<file path="src/rtl/wrmv_pkg.sv">
// Shared widths, constants and the sequencer state type for the weighted
// running mean and variance block. No dependencies.
`default_nettype none

package wrmv_pkg;

  // Field and accumulator widths
  localparam int VALUE_WIDTH_DEF = 32;  // sample width, Q16.16
  localparam int WEIGHT_W        = 16;  // Q8.8 weight
  localparam int WEIGHT_FRAC     = 8;
  localparam int WT_W            = 32;  // weight sum, Q24.8
  localparam int WSQ_W           = 48;  // squared weight sum, Q32.16
  localparam int DEV_W           = 64;  // deviation square sum
  localparam int MEAN_W          = 32;  // mean output
  localparam int VAR_W           = 48;  // variance output, Q32.16
  localparam int VAR_FRAC        = 16;
  localparam int DEV_SPLIT       = VAR_W - VAR_FRAC;
  localparam int DEN_W           = 40;  // positive denominator magnitude
  localparam int DVS_W           = 40;  // divisor width of the serial divider
  localparam int TERM_SHIFT      = 24;  // weight frac plus value frac
  localparam int EXT_W           = 128; // room for any product width
  localparam int FREQ_OFFSET     = 65536; // one, with 16 fraction bits

  localparam logic FREQ_RESET = 1'b1;

  // Sequencer states, one-hot
  typedef enum logic [10:0] {
    ST_IDLE = 11'b000_0000_0001,
    ST_PREP = 11'b000_0000_0010,
    ST_MULW = 11'b000_0000_0100,
    ST_MDIV = 11'b000_0000_1000,
    ST_DIFF = 11'b000_0001_0000,
    ST_MUL  = 11'b000_0010_0000,
    ST_DEN  = 11'b000_0100_0000,
    ST_RDIV = 11'b000_1000_0000,
    ST_CHK  = 11'b001_0000_0000,
    ST_VDIV = 11'b010_0000_0000,
    ST_RES  = 11'b100_0000_0000
  } state_e;

endpackage

`default_nettype wire

</file>
<file path="src/rtl/wrmv_serial_div.sv">
// Restoring divider, one quotient bit per cycle, with a preset partial
// remainder. Depends on wrmv_pkg for default widths.
`default_nettype none

module wrmv_serial_div #(
  parameter int DVS_W = wrmv_pkg::DVS_W,
  parameter int QUO_W = wrmv_pkg::VAR_W,
  parameter int CNT_W = $clog2(QUO_W + 1)
) (
  input  wire logic             clk_i,
  input  wire logic             rst_ni,
  input  wire logic             start_i,
  input  wire logic [CNT_W-1:0] steps_i,
  input  wire logic [DVS_W-1:0] rem_init_i,
  input  wire logic [QUO_W-1:0] dividend_i,
  input  wire logic [DVS_W-1:0] divisor_i,
  output logic                  done_o,
  output logic [QUO_W-1:0]      quotient_o
);

  logic             busy_q, done_q;
  logic [CNT_W-1:0] cnt_q;
  logic [DVS_W-1:0] rem_q, rem_d, dvs_q;
  logic [QUO_W-1:0] quo_q, quo_d;
  logic [DVS_W:0]   trial, diff;
  logic             fits;

  // Shift one dividend bit into the remainder, subtract when it fits
  always_comb begin
    trial = {rem_q, quo_q[QUO_W-1]};
    diff  = trial - {1'b0, dvs_q};
    fits  = trial >= {1'b0, dvs_q};
    rem_d = fits ? diff[DVS_W-1:0] : trial[DVS_W-1:0];
    quo_d = {quo_q[QUO_W-2:0], fits};
  end

  // Step counter and done pulse
  always_ff @(posedge clk_i or negedge rst_ni) begin
    if (!rst_ni) begin
      busy_q <= 1'b0;
      cnt_q  <= '0;
      done_q <= 1'b0;
    end else begin
      done_q <= busy_q && (cnt_q == CNT_W'(1));
      if (start_i) begin
        busy_q <= 1'b1;
        cnt_q  <= steps_i;
      end else if (busy_q) begin
        cnt_q <= cnt_q - CNT_W'(1);
        if (cnt_q == CNT_W'(1)) begin
          busy_q <= 1'b0;
        end
      end
    end
  end

  // Load operands, then advance one bit a cycle
  always_ff @(posedge clk_i) begin
    if (start_i) begin
      rem_q <= rem_init_i;
      quo_q <= dividend_i;
      dvs_q <= divisor_i;
    end else if (busy_q) begin
      rem_q <= rem_d;
      quo_q <= quo_d;
    end
  end

  assign done_o     = done_q;
  assign quotient_o = quo_q;

endmodule

`default_nettype wire

</file>
<file path="src/rtl/wrmv_serial_mul.sv">
// Shift-add multiplier, one multiplier bit per cycle, product shifted in
// from the top. Depends on wrmv_pkg for default widths.
`default_nettype none

module wrmv_serial_mul #(
  parameter int MC_W   = wrmv_pkg::VALUE_WIDTH_DEF + wrmv_pkg::WEIGHT_W,
  parameter int MP_W   = wrmv_pkg::VALUE_WIDTH_DEF,
  parameter int PROD_W = MC_W + MP_W,
  parameter int CNT_W  = $clog2(MP_W + 1)
) (
  input  wire logic            clk_i,
  input  wire logic            rst_ni,
  input  wire logic            start_i,
  input  wire logic [MC_W-1:0] multiplicand_i,
  input  wire logic [MP_W-1:0] multiplier_i,
  output logic                 done_o,
  output logic [PROD_W-1:0]    product_o
);

  logic              busy_q, done_q;
  logic [CNT_W-1:0]  cnt_q;
  logic [MC_W-1:0]   mc_q;
  logic [PROD_W-1:0] acc_q, acc_d;
  logic [MC_W:0]     upper;

  // Add the multiplicand when the low bit is set, then shift right
  always_comb begin
    upper = {1'b0, acc_q[PROD_W-1:MP_W]} + (acc_q[0] ? {1'b0, mc_q} : '0);
    acc_d = {upper, acc_q[MP_W-1:1]};
  end

  // Step counter and done pulse
  always_ff @(posedge clk_i or negedge rst_ni) begin
    if (!rst_ni) begin
      busy_q <= 1'b0;
      cnt_q  <= '0;
      done_q <= 1'b0;
    end else begin
      done_q <= busy_q && (cnt_q == CNT_W'(1));
      if (start_i) begin
        busy_q <= 1'b1;
        cnt_q  <= CNT_W'(MP_W);
      end else if (busy_q) begin
        cnt_q <= cnt_q - CNT_W'(1);
        if (cnt_q == CNT_W'(1)) begin
          busy_q <= 1'b0;
        end
      end
    end
  end

  // Load operands, then advance one bit a cycle
  always_ff @(posedge clk_i) begin
    if (start_i) begin
      mc_q  <= multiplicand_i;
      acc_q <= PROD_W'(multiplier_i);
    end else if (busy_q) begin
      acc_q <= acc_d;
    end
  end

  assign done_o    = done_q;
  assign product_o = acc_q;

endmodule

`default_nettype wire

</file>
<file path="src/rtl/weighted_running_mean_variance.sv">
// Weighted running mean and variance (West's incremental update), top level.
// Depends on wrmv_pkg, wrmv_serial_div and wrmv_serial_mul.
//
//   Channel  Handshake                  Word
//   input    in_valid_i / in_stall_o    sample_value_i, sample_weight_i, last_sample_i
//   output   out_valid_o / out_stall_i  mean_out_o, variance_out_o, variance_invalid_o,
//                                       variance_saturated_o
//   config   cfg_we_i                   cfg_wdata_i (frequency_weights)
//
// A word not marked last runs a bit-serial mean divide and a deviation multiply of VALUE_WIDTH
// steps each; the mean divide is skipped while the weight sum is zero. A last word then adds
// the reliability denominator division (frequency_weights 0, weight sum not zero) and the
// variance division (denominator positive, quotient in range). Reset is asynchronous:
// frequency_weights returns to 1 and all sums clear. A result waits in the output register
// while a new word is accepted; a last word holds in its final state until that register is free.
`default_nettype none

module weighted_running_mean_variance #(
  parameter int VALUE_WIDTH = wrmv_pkg::VALUE_WIDTH_DEF
) (
  input  wire logic                              clk_i,
  input  wire logic                              rst_ni,
  input  wire logic                              cfg_we_i,
  input  wire logic                              cfg_wdata_i,
  input  wire logic                              in_valid_i,
  output logic                                   in_stall_o,
  input  wire logic signed [VALUE_WIDTH-1:0]     sample_value_i,
  input  wire logic [wrmv_pkg::WEIGHT_W-1:0]     sample_weight_i,
  input  wire logic                              last_sample_i,
  output logic                                   out_valid_o,
  input  wire logic                              out_stall_i,
  output logic signed [wrmv_pkg::MEAN_W-1:0]     mean_out_o,
  output logic [wrmv_pkg::VAR_W-1:0]             variance_out_o,
  output logic                                   variance_invalid_o,
  output logic                                   variance_saturated_o
);

  localparam int VW     = VALUE_WIDTH;
  localparam int NUM_W  = VW + wrmv_pkg::WEIGHT_W;
  localparam int PROD_W = NUM_W + VW;
  localparam int QUO_W  = (VW > wrmv_pkg::VAR_W) ? VW : wrmv_pkg::VAR_W;
  localparam int CNT_W  = $clog2(QUO_W + 1);
  localparam int DVS_W  = wrmv_pkg::DVS_W;
  localparam int DEN_W  = wrmv_pkg::DEN_W;
  localparam int DEV_W  = wrmv_pkg::DEV_W;
  localparam int WT_W   = wrmv_pkg::WT_W;
  localparam int WSQ_W  = wrmv_pkg::WSQ_W;
  localparam int VAR_W  = wrmv_pkg::VAR_W;
  localparam int EXT_W  = wrmv_pkg::EXT_W;
  localparam int TSH    = wrmv_pkg::TERM_SHIFT;
  localparam int SPLIT  = wrmv_pkg::DEV_SPLIT;
  localparam int WFRAC  = wrmv_pkg::WEIGHT_FRAC;

  // Control and running state
  wrmv_pkg::state_e state_q, state_d;
  logic             freq_q;
  logic             div_start_q, div_start_d;
  logic             mul_start_q, mul_start_d;
  logic             out_valid_q, out_valid_d;
  logic [WT_W-1:0]  wt_q, wt_d;
  logic [WSQ_W-1:0] wsq_q, wsq_d;
  logic [VW-1:0]    mean_q, mean_d;
  logic [DEV_W-1:0] dev_q, dev_d;

  // Per-word payload
  logic [VW-1:0]                 x_q, x_d;
  logic [wrmv_pkg::WEIGHT_W-1:0] w_q, w_d;
  logic                          last_q, last_d;
  logic [VW-1:0]                 a1_q, a1_d, a2_q, a2_d;
  logic                          neg_q, neg_d;
  logic [NUM_W-1:0]              num_q, num_d;
  logic [DEN_W:0]                den_q, den_d;
  logic [VAR_W-1:0]              res_var_q, res_var_d;
  logic                          res_inv_q, res_inv_d, res_sat_q, res_sat_d;
  logic [wrmv_pkg::MEAN_W-1:0]   mean_out_q, mean_out_d;
  logic [VAR_W-1:0]              var_out_q, var_out_d;
  logic                          inv_out_q, inv_out_d, sat_out_q, sat_out_d;

  // Serial unit connections
  logic [DVS_W-1:0]  div_rem_init, div_divisor;
  logic [QUO_W-1:0]  div_dividend, div_quo;
  logic [CNT_W-1:0]  div_steps;
  logic              div_done;
  logic              mul_done;
  logic [PROD_W-1:0] mul_prod;

  // Datapath helpers
  logic [WT_W:0]         wt_sum;
  logic [31:0]           w_sq;
  logic [WSQ_W:0]        wsq_sum;
  logic [VW:0]           diff, diff_mag;
  logic [NUM_W-1:0]      aw_prod;
  logic [VW:0]           mean_ext, mean_next;
  logic [EXT_W-1:0]      prod_ext;
  logic [DEV_W-1:0]      term;
  logic [DEV_W:0]        dev_sum;
  logic [DEN_W:0]        wt_scaled, den_freq, den_rel;
  logic                  den_nonpos, var_ovf;
  logic                  out_free;

  // Sums, difference to the mean and the saturating accumulations
  always_comb begin
    wt_sum    = {1'b0, wt_q} + (WT_W + 1)'(w_q);
    w_sq      = 32'(w_q) * 32'(w_q);
    wsq_sum   = {1'b0, wsq_q} + (WSQ_W + 1)'(w_sq);
    diff      = {x_q[VW-1], x_q} - {mean_q[VW-1], mean_q};
    diff_mag  = diff[VW] ? ((VW + 1)'(0) - diff) : diff;
    aw_prod   = NUM_W'(a1_q) * NUM_W'(w_q);
    mean_ext  = {mean_q[VW-1], mean_q};
    mean_next = neg_q ? (mean_ext - {1'b0, div_quo[VW-1:0]})
                      : (mean_ext + {1'b0, div_quo[VW-1:0]});
    prod_ext  = EXT_W'(mul_prod);
    term      = (|prod_ext[EXT_W-1:DEV_W+TSH]) ? '1 : prod_ext[DEV_W+TSH-1:TSH];
    dev_sum   = {1'b0, dev_q} + {1'b0, term};
    wt_scaled = (DEN_W + 1)'(wt_q) << WFRAC;
    den_freq  = wt_scaled - (DEN_W + 1)'(wrmv_pkg::FREQ_OFFSET);
    den_rel   = wt_scaled - {1'b0, div_quo[DEN_W-1:0]};
    den_nonpos = den_q[DEN_W] || (den_q == '0);
    var_ovf   = DEN_W'(dev_q[DEV_W-1:SPLIT]) >= den_q[DEN_W-1:0];
    out_free  = !out_valid_q || !out_stall_i;
  end

  // Route the shared divider by phase
  always_comb begin
    case (state_q)
      wrmv_pkg::ST_RDIV: begin
        div_rem_init = DVS_W'(wsq_q[WSQ_W-1:DEN_W-WFRAC]);
        div_dividend = QUO_W'({wsq_q[DEN_W-WFRAC-1:0], {WFRAC{1'b0}}}) << (QUO_W - DEN_W);
        div_divisor  = DVS_W'(wt_q);
        div_steps    = CNT_W'(DEN_W);
      end
      wrmv_pkg::ST_VDIV: begin
        div_rem_init = DVS_W'(dev_q[DEV_W-1:SPLIT]);
        div_dividend = QUO_W'({dev_q[SPLIT-1:0], {wrmv_pkg::VAR_FRAC{1'b0}}})
                       << (QUO_W - VAR_W);
        div_divisor  = den_q[DEN_W-1:0];
        div_steps    = CNT_W'(VAR_W);
      end
      default: begin
        div_rem_init = DVS_W'(num_q[NUM_W-1:VW]);
        div_dividend = QUO_W'(num_q[VW-1:0]) << (QUO_W - VW);
        div_divisor  = DVS_W'(wt_q);
        div_steps    = CNT_W'(VW);
      end
    endcase
  end

  // Sequencer
  always_comb begin
    state_d     = state_q;
    div_start_d = 1'b0;
    mul_start_d = 1'b0;
    out_valid_d = out_valid_q && out_stall_i;
    wt_d        = wt_q;
    wsq_d       = wsq_q;
    mean_d      = mean_q;
    dev_d       = dev_q;
    x_d         = x_q;
    w_d         = w_q;
    last_d      = last_q;
    a1_d        = a1_q;
    a2_d        = a2_q;
    neg_d       = neg_q;
    num_d       = num_q;
    den_d       = den_q;
    res_var_d   = res_var_q;
    res_inv_d   = res_inv_q;
    res_sat_d   = res_sat_q;
    mean_out_d  = mean_out_q;
    var_out_d   = var_out_q;
    inv_out_d   = inv_out_q;
    sat_out_d   = sat_out_q;

    case (state_q)
      // Take a word
      wrmv_pkg::ST_IDLE: begin
        if (in_valid_i) begin
          x_d     = sample_value_i;
          w_d     = sample_weight_i;
          last_d  = last_sample_i;
          state_d = wrmv_pkg::ST_PREP;
        end
      end
      // Add the weight and its square, take the first difference
      wrmv_pkg::ST_PREP: begin
        wt_d    = wt_sum[WT_W] ? '1 : wt_sum[WT_W-1:0];
        wsq_d   = wsq_sum[WSQ_W] ? '1 : wsq_sum[WSQ_W-1:0];
        a1_d    = diff_mag[VW-1:0];
        neg_d   = diff[VW];
        state_d = wrmv_pkg::ST_MULW;
      end
      // Weight the difference; skip the mean step on a zero weight sum
      wrmv_pkg::ST_MULW: begin
        num_d = aw_prod;
        if (wt_q != '0) begin
          div_start_d = 1'b1;
          state_d     = wrmv_pkg::ST_MDIV;
        end else begin
          state_d = wrmv_pkg::ST_DIFF;
        end
      end
      // Move the mean toward the sample
      wrmv_pkg::ST_MDIV: begin
        if (div_done) begin
          mean_d  = mean_next[VW-1:0];
          state_d = wrmv_pkg::ST_DIFF;
        end
      end
      // Second difference against the new mean
      wrmv_pkg::ST_DIFF: begin
        a2_d        = diff_mag[VW-1:0];
        mul_start_d = 1'b1;
        state_d     = wrmv_pkg::ST_MUL;
      end
      // Accumulate the weighted square deviation
      wrmv_pkg::ST_MUL: begin
        if (mul_done) begin
          dev_d   = dev_sum[DEV_W] ? '1 : dev_sum[DEV_W-1:0];
          state_d = last_q ? wrmv_pkg::ST_DEN : wrmv_pkg::ST_IDLE;
        end
      end
      // Form the variance denominator
      wrmv_pkg::ST_DEN: begin
        if (freq_q) begin
          den_d   = den_freq;
          state_d = wrmv_pkg::ST_CHK;
        end else if (wt_q == '0) begin
          res_var_d = '0;
          res_inv_d = 1'b1;
          res_sat_d = 1'b0;
          state_d   = wrmv_pkg::ST_RES;
        end else begin
          div_start_d = 1'b1;
          state_d     = wrmv_pkg::ST_RDIV;
        end
      end
      wrmv_pkg::ST_RDIV: begin
        if (div_done) begin
          den_d   = den_rel;
          state_d = wrmv_pkg::ST_CHK;
        end
      end
      // Flag a bad denominator or an out-of-range quotient, else divide
      wrmv_pkg::ST_CHK: begin
        if (den_nonpos) begin
          res_var_d = '0;
          res_inv_d = 1'b1;
          res_sat_d = 1'b0;
          state_d   = wrmv_pkg::ST_RES;
        end else if (var_ovf) begin
          res_var_d = '1;
          res_inv_d = 1'b0;
          res_sat_d = 1'b1;
          state_d   = wrmv_pkg::ST_RES;
        end else begin
          div_start_d = 1'b1;
          state_d     = wrmv_pkg::ST_VDIV;
        end
      end
      wrmv_pkg::ST_VDIV: begin
        if (div_done) begin
          res_var_d = div_quo[VAR_W-1:0];
          res_inv_d = 1'b0;
          res_sat_d = 1'b0;
          state_d   = wrmv_pkg::ST_RES;
        end
      end
      // Hand the result to the output register and clear the sums
      wrmv_pkg::ST_RES: begin
        if (out_free) begin
          out_valid_d = 1'b1;
          mean_out_d  = wrmv_pkg::MEAN_W'($signed(mean_q));
          var_out_d   = res_var_q;
          inv_out_d   = res_inv_q;
          sat_out_d   = res_sat_q;
          wt_d        = '0;
          wsq_d       = '0;
          mean_d      = '0;
          dev_d       = '0;
          state_d     = wrmv_pkg::ST_IDLE;
        end
      end
      default: begin
        state_d = wrmv_pkg::ST_IDLE;
      end
    endcase
  end

  // Control and running sums
  always_ff @(posedge clk_i or negedge rst_ni) begin
    if (!rst_ni) begin
      state_q     <= wrmv_pkg::ST_IDLE;
      freq_q      <= wrmv_pkg::FREQ_RESET;
      div_start_q <= 1'b0;
      mul_start_q <= 1'b0;
      out_valid_q <= 1'b0;
      wt_q        <= '0;
      wsq_q       <= '0;
      mean_q      <= '0;
      dev_q       <= '0;
    end else begin
      state_q     <= state_d;
      div_start_q <= div_start_d;
      mul_start_q <= mul_start_d;
      out_valid_q <= out_valid_d;
      wt_q        <= wt_d;
      wsq_q       <= wsq_d;
      mean_q      <= mean_d;
      dev_q       <= dev_d;
      if (cfg_we_i) begin
        freq_q <= cfg_wdata_i;
      end
    end
  end

  // Payload registers
  always_ff @(posedge clk_i) begin
    x_q        <= x_d;
    w_q        <= w_d;
    last_q     <= last_d;
    a1_q       <= a1_d;
    a2_q       <= a2_d;
    neg_q      <= neg_d;
    num_q      <= num_d;
    den_q      <= den_d;
    res_var_q  <= res_var_d;
    res_inv_q  <= res_inv_d;
    res_sat_q  <= res_sat_d;
    mean_out_q <= mean_out_d;
    var_out_q  <= var_out_d;
    inv_out_q  <= inv_out_d;
    sat_out_q  <= sat_out_d;
  end

  // Shared divider: mean step, reliability correction, variance
  wrmv_serial_div #(
    .DVS_W (DVS_W),
    .QUO_W (QUO_W),
    .CNT_W (CNT_W)
  ) u_div (
    .clk_i      (clk_i),
    .rst_ni     (rst_ni),
    .start_i    (div_start_q),
    .steps_i    (div_steps),
    .rem_init_i (div_rem_init),
    .dividend_i (div_dividend),
    .divisor_i  (div_divisor),
    .done_o     (div_done),
    .quotient_o (div_quo)
  );

  // Deviation product: weight times first difference times second difference
  wrmv_serial_mul #(
    .MC_W   (NUM_W),
    .MP_W   (VW),
    .PROD_W (PROD_W),
    .CNT_W  ($clog2(VW + 1))
  ) u_mul (
    .clk_i          (clk_i),
    .rst_ni         (rst_ni),
    .start_i        (mul_start_q),
    .multiplicand_i (num_q),
    .multiplier_i   (a2_q),
    .done_o         (mul_done),
    .product_o      (mul_prod)
  );

  assign in_stall_o           = (state_q != wrmv_pkg::ST_IDLE);
  assign out_valid_o          = out_valid_q;
  assign mean_out_o           = mean_out_q;
  assign variance_out_o       = var_out_q;
  assign variance_invalid_o   = inv_out_q;
  assign variance_saturated_o = sat_out_q;

endmodule

`default_nettype wire

</file>
<file path="config.mk">
export PLATFORM = sky130hd
export DESIGN_NAME = weighted_running_mean_variance
export DESIGN_NICKNAME = d
export VERILOG_FILES = /design/src/rtl/wrmv_pkg.sv /design/src/rtl/wrmv_serial_div.sv /design/src/rtl/wrmv_serial_mul.sv /design/src/rtl/weighted_running_mean_variance.sv
export SDC_FILE = /design/constraint.sdc
export NUM_CORES = 2
export LEC_CHECK = 0
export ABC_AREA = 1
export BUFFER_PORTS_ARGS = -buffer_cell sky130_fd_sc_hd__buf_4
export CORE_MARGIN = 3
export CORE_UTILIZATION = 30
export CTS_BUF_LIST = sky130_fd_sc_hd__clkbuf_2 sky130_fd_sc_hd__clkbuf_4 sky130_fd_sc_hd__clkbuf_8
export DETAILED_ROUTE_END_ITERATION = 6
export SLEW_MARGIN = 30
export SYNTH_ARGS = -nofsm -noshare
export SYNTH_HDL_FRONTEND = slang
export SYNTH_SLANG_ARGS = --single-unit
</file>
<file path="constraint.sdc">
create_clock -name clk_i -period 6.4 [get_ports clk_i]
set_input_delay 0.32 -clock clk_i [delete_from_list [all_inputs] [get_ports clk_i]]
set_output_delay 0.32 -clock clk_i [all_outputs]
set_load 0.05 [all_outputs]
</file>
==> results.cfg <==
[clock_tree]
clk-insertion-delay-late_ns = 0.93
cts.path.max_buffers = 3
numClockSinks = 798
cts_buffers = 149
cts-htree-levels = 4
path_clk_slew_ns = 0.07
root_buffer_selected_by_cts = clkbuf_8
tritoncts = built

[placement]
post_dp_cell_area_sq_um = 82750
post-place-ws_ns = 0.08024
place_congestion = 0.9873
dp_hpwl_mm = 223.9
port_buffers = 138

[worst_setup_path]
cpMaxStageDelayCell = fa_1
path_depth = 24
crit_start_category = flip-flop
worst_path_largest_cell_delay_ns = 0.55
critPathTopFamily = adder cells
timing.rr.end = wsq_q[39]$_DFFE_PN0P_
crit_buf_inv = 6
worst-path-max-fanout = 18
required_time_of_the_worst_setup_path_ns = 7.18
startpoint = w_q[15]$_DFFE_PP_
worst-setup-path-type = reg -> reg
crit_chain = buf_12, nand2_1, fa_1, inv_1, fa_1, inv_1, fa_1, inv_1, fa_1, fa_1, inv_1, fa_1, inv_1, ha_1, a21oi_1, nor2_1, nor2_1, a21boi_1, o21ai_0, nand2_1, nand3_1, xor2_1, o21ai_0, o21ai_0
setup.worst_path.end_class = flip-flop
critical_path_arrival_ns = 6.90
rrSetupSlack_ns = 0.28
worstRegToRegCells = 24
cp_most_frequent_cell = fa_1
worstReg2RegStart = w_q[15]$_DFFE_PP_
worst_setup_path_endpoint = wsq_q[39]$_DFFE_PN0P_

[grt]
global_route.usage.total_pct = 20.78
first_global_vias = 66180
antenna_found_initial = 9
grt_start_max_net_pins = 89
wire_length_of_the_first_global_routing_pass_mm = 418.9
global_route.overflow_total = 0

[finish]
areaGrowthSynthToFinish_pct = 12.74
final.fill_count = 27110
fin_nets = 11400
finish.instance_area_sq_um = 87010
share_of_layout_cells_above_drive_strength_1_pct = 7.449

[synthesis]
synth_sequential_area_ratio_pct = 29.09
synthesis.instances = 9982
synth-edff-count = 543
yosys_warnings = 0
synth.avg_cell_area_sq_um = 7.732
synth.net_count = 11180
ys_ff_latch = 798
synthesis.area_sq_um = 77180
postSynth.asyncResetShare_pct = 25.94
synth_cell_types = 76
prevailing_post_synth_register_cell = edfxtp_1

[timing]
final-hold-violation-count = 0
final_worst_setup_slack_ns = 0.2836
slew_violations = 0
finalWorstPathRequiredPeriod_ns = 6.116
final.period_utilization_pct = 95.57
rsz0062_at_grt = yes
worst_pin_slew_ns = 1.081
slew_headroom_pct = 27.69
setup_viol_count_final = 0
final.setup_skew_ns = 0.04692
max_freq_ghz = 0.1635

[detailed_routing]
initialDrtViolationCount = 6682
viasPerCell = 4.933
drc = 1
number_of_nets_with_antenna_violations_after_detailed_routing = 0
vias = 67570
dr.pass1.iters = 7
route.detailed.wl_per_inst_um = 20.26
wirelength_mm = 277.4

[hold_path]
min-delay-path-class = in -> async

[floorplan]
coreArea_sq_um = 255100
fp.dieArea_sq_um = 263400
effective_utilization_at_floorplan_pct = 30.26
floorplan_die_width_um = 513.2
io_pins = 139
row_count = 185
chip_height_um = 513.2

[outcome]
status = finished with violations
failed_checks = DRC

[run]
cap_violations = 0
-- through the flow --
stage	hold WS (ns)	setup TNS, ns	std cells	util, %
floorplan	0.02441	0	9982	-
global placement	0.3533	0	13340	32.43
detailed placement	0.3616	0	13340	32.44
CTS	0.01866	0	13670	33.96
global route	0.07757	-0.1330	13690	34.11
finish	0.03182	0	13700	34.11
-- how the worst min path moves through the flow --
stage,start,endpoint,cells after the start
finish,rst_ni,dev_q[41]$_DFFE_PN0P_,2
global route,rst_ni,dev_q[45]$_DFFE_PN0P_,2
CTS,rst_ni,dev_q[63]$_DFFE_PN0P_,2
detailed placement,rst_ni,dev_q[60]$_DFFE_PN0P_,1
global placement,rst_ni,dev_q[44]$_DFFE_PN0P_,1
floorplan,rst_ni,dev_q[0]$_DFFE_PN0P_,0
-- synth_stat cells (48+ instances only) --
| library cell | n | area, sq um |
|---|---|---|
| nand2_1 | 2494 | 9361 |
| inv_1 | 1979 | 7428 |
| nor2_1 | 737 | 2766 |
| o21ai_0 | 642 | 3213 |
| fa_1 | 618 | 12370 |
| edfxtp_1 | 543 | 16310 |
| a21oi_1 | 542 | 2713 |
| ha_1 | 526 | 6581 |
| nand3_1 | 325 | 1627 |
| clkbuf_1 | 209 | 784.5 |
| dfrtp_1 | 205 | 5130 |
| xor2_1 | 167 | 1463 |
| nor3_1 | 94 | 470.5 |
| xnor2_1 | 86 | 753.2 |
| nand4_1 | 80 | 500.5 |
| o22ai_1 | 71 | 444.2 |
| a21o_1 | 54 | 405.4 |
| o21bai_1 | 53 | 397.9 |
| a31oi_1 | 48 | 300.3 |
| dfxtp_1 | 48 | 960.9 |
-- registers in the layout (all words and copies together), names as in the netlist, 6 cells and up --
register	count
a1_q	32
a2_q	32
den_q	41
dev_q	64
mean_out_o	32
mean_q	32
num_q	48
res_var_q	48
state_q	11
u_div.cnt_q	6
u_div.dvs_q	40
u_div.quotient_o	48
u_div.rem_q	40
u_mul.cnt_q	6
u_mul.mc_q	48
u_mul.product_o	80
variance_out_o	48
w_q	16
wsq_q	48
wt_q	32
x_q	32
-- per-layer routing --
layer,share of wire (%),wire [um],track usage [%]
met2,44,120800,32.22
met1,45,123700,29.15
met4,4.2,11580,7.686
met3,7.7,21320,3.229
met5,0.0094,26,0
-- cell type report --
type,count,area (sq um),share of cell area (%)
clock buffer,213,2638,3.031
multi-input combinational,6892,46220,53.12
timing repair buffer,353,3233,3.716
clock inverter,64,705.7,0.8110
antenna,7,17.52,0.02013
inverter,2003,7531,8.655
sequential,798,22460,25.81
tap,3366,4212,4.840
-- placed cells by master (no fill, tap or decap), drive strengths merged, types with 54 or more instances in the layout --
| cell | netlist | routed |
|---|---|---|
| clkbuf | 212 | 213 |
| a21oi | 544 | 544 |
| xnor2 | 86 | 86 |
| fa | 618 | 618 |
| edfxtp | 543 | 543 |
| inv | 1998 | 2006 |
| nor3 | 100 | 100 |
| o21bai | 54 | 54 |
| nand2 | 2527 | 2527 |
| a21o | 54 | 54 |
| dfrtp | 205 | 205 |
| xor2 | 169 | 169 |
| o22ai | 71 | 71 |
| o21ai | 685 | 685 |
| ha | 526 | 526 |
| nand3 | 339 | 339 |
| nor2 | 759 | 759 |
| dlygate4sd3 | 0 | 54 |
| buf | 77 | 299 |
| nand4 | 82 | 82 |
-- logic make-up (layout without fill, tap and decap cells) --
| group | Yosys count | count (layout) | share of synthesized area [%] |
|---|---|---|---|
| simple gates | 3917 | 3917 | 20.87 |
| flops | 798 | 798 | 29.09 |
| xor+xnor | 255 | 255 | 2.913 |
| compound gates | 1574 | 1574 | 11.23 |
| mux | 2 | 2 | 0.02756 |
| buf+inv | 2292 | 2633 | 11.31 |
| other cells | 0 | 7 | 0 |
| fa+ha+maj | 1144 | 1144 | 24.56 |
-- what timing repair did --
action	CTS	global route
endpoints found under the hold margin	154	0
endpoints found under the setup margin	0	45
gates resized for setup	0	47
setup buffers	0	19
hold buffers	54	0
Power is left out: the tool's default activity adds up to more than one toggle a clock period on the data nets, which glitch-free logic cannot reach.
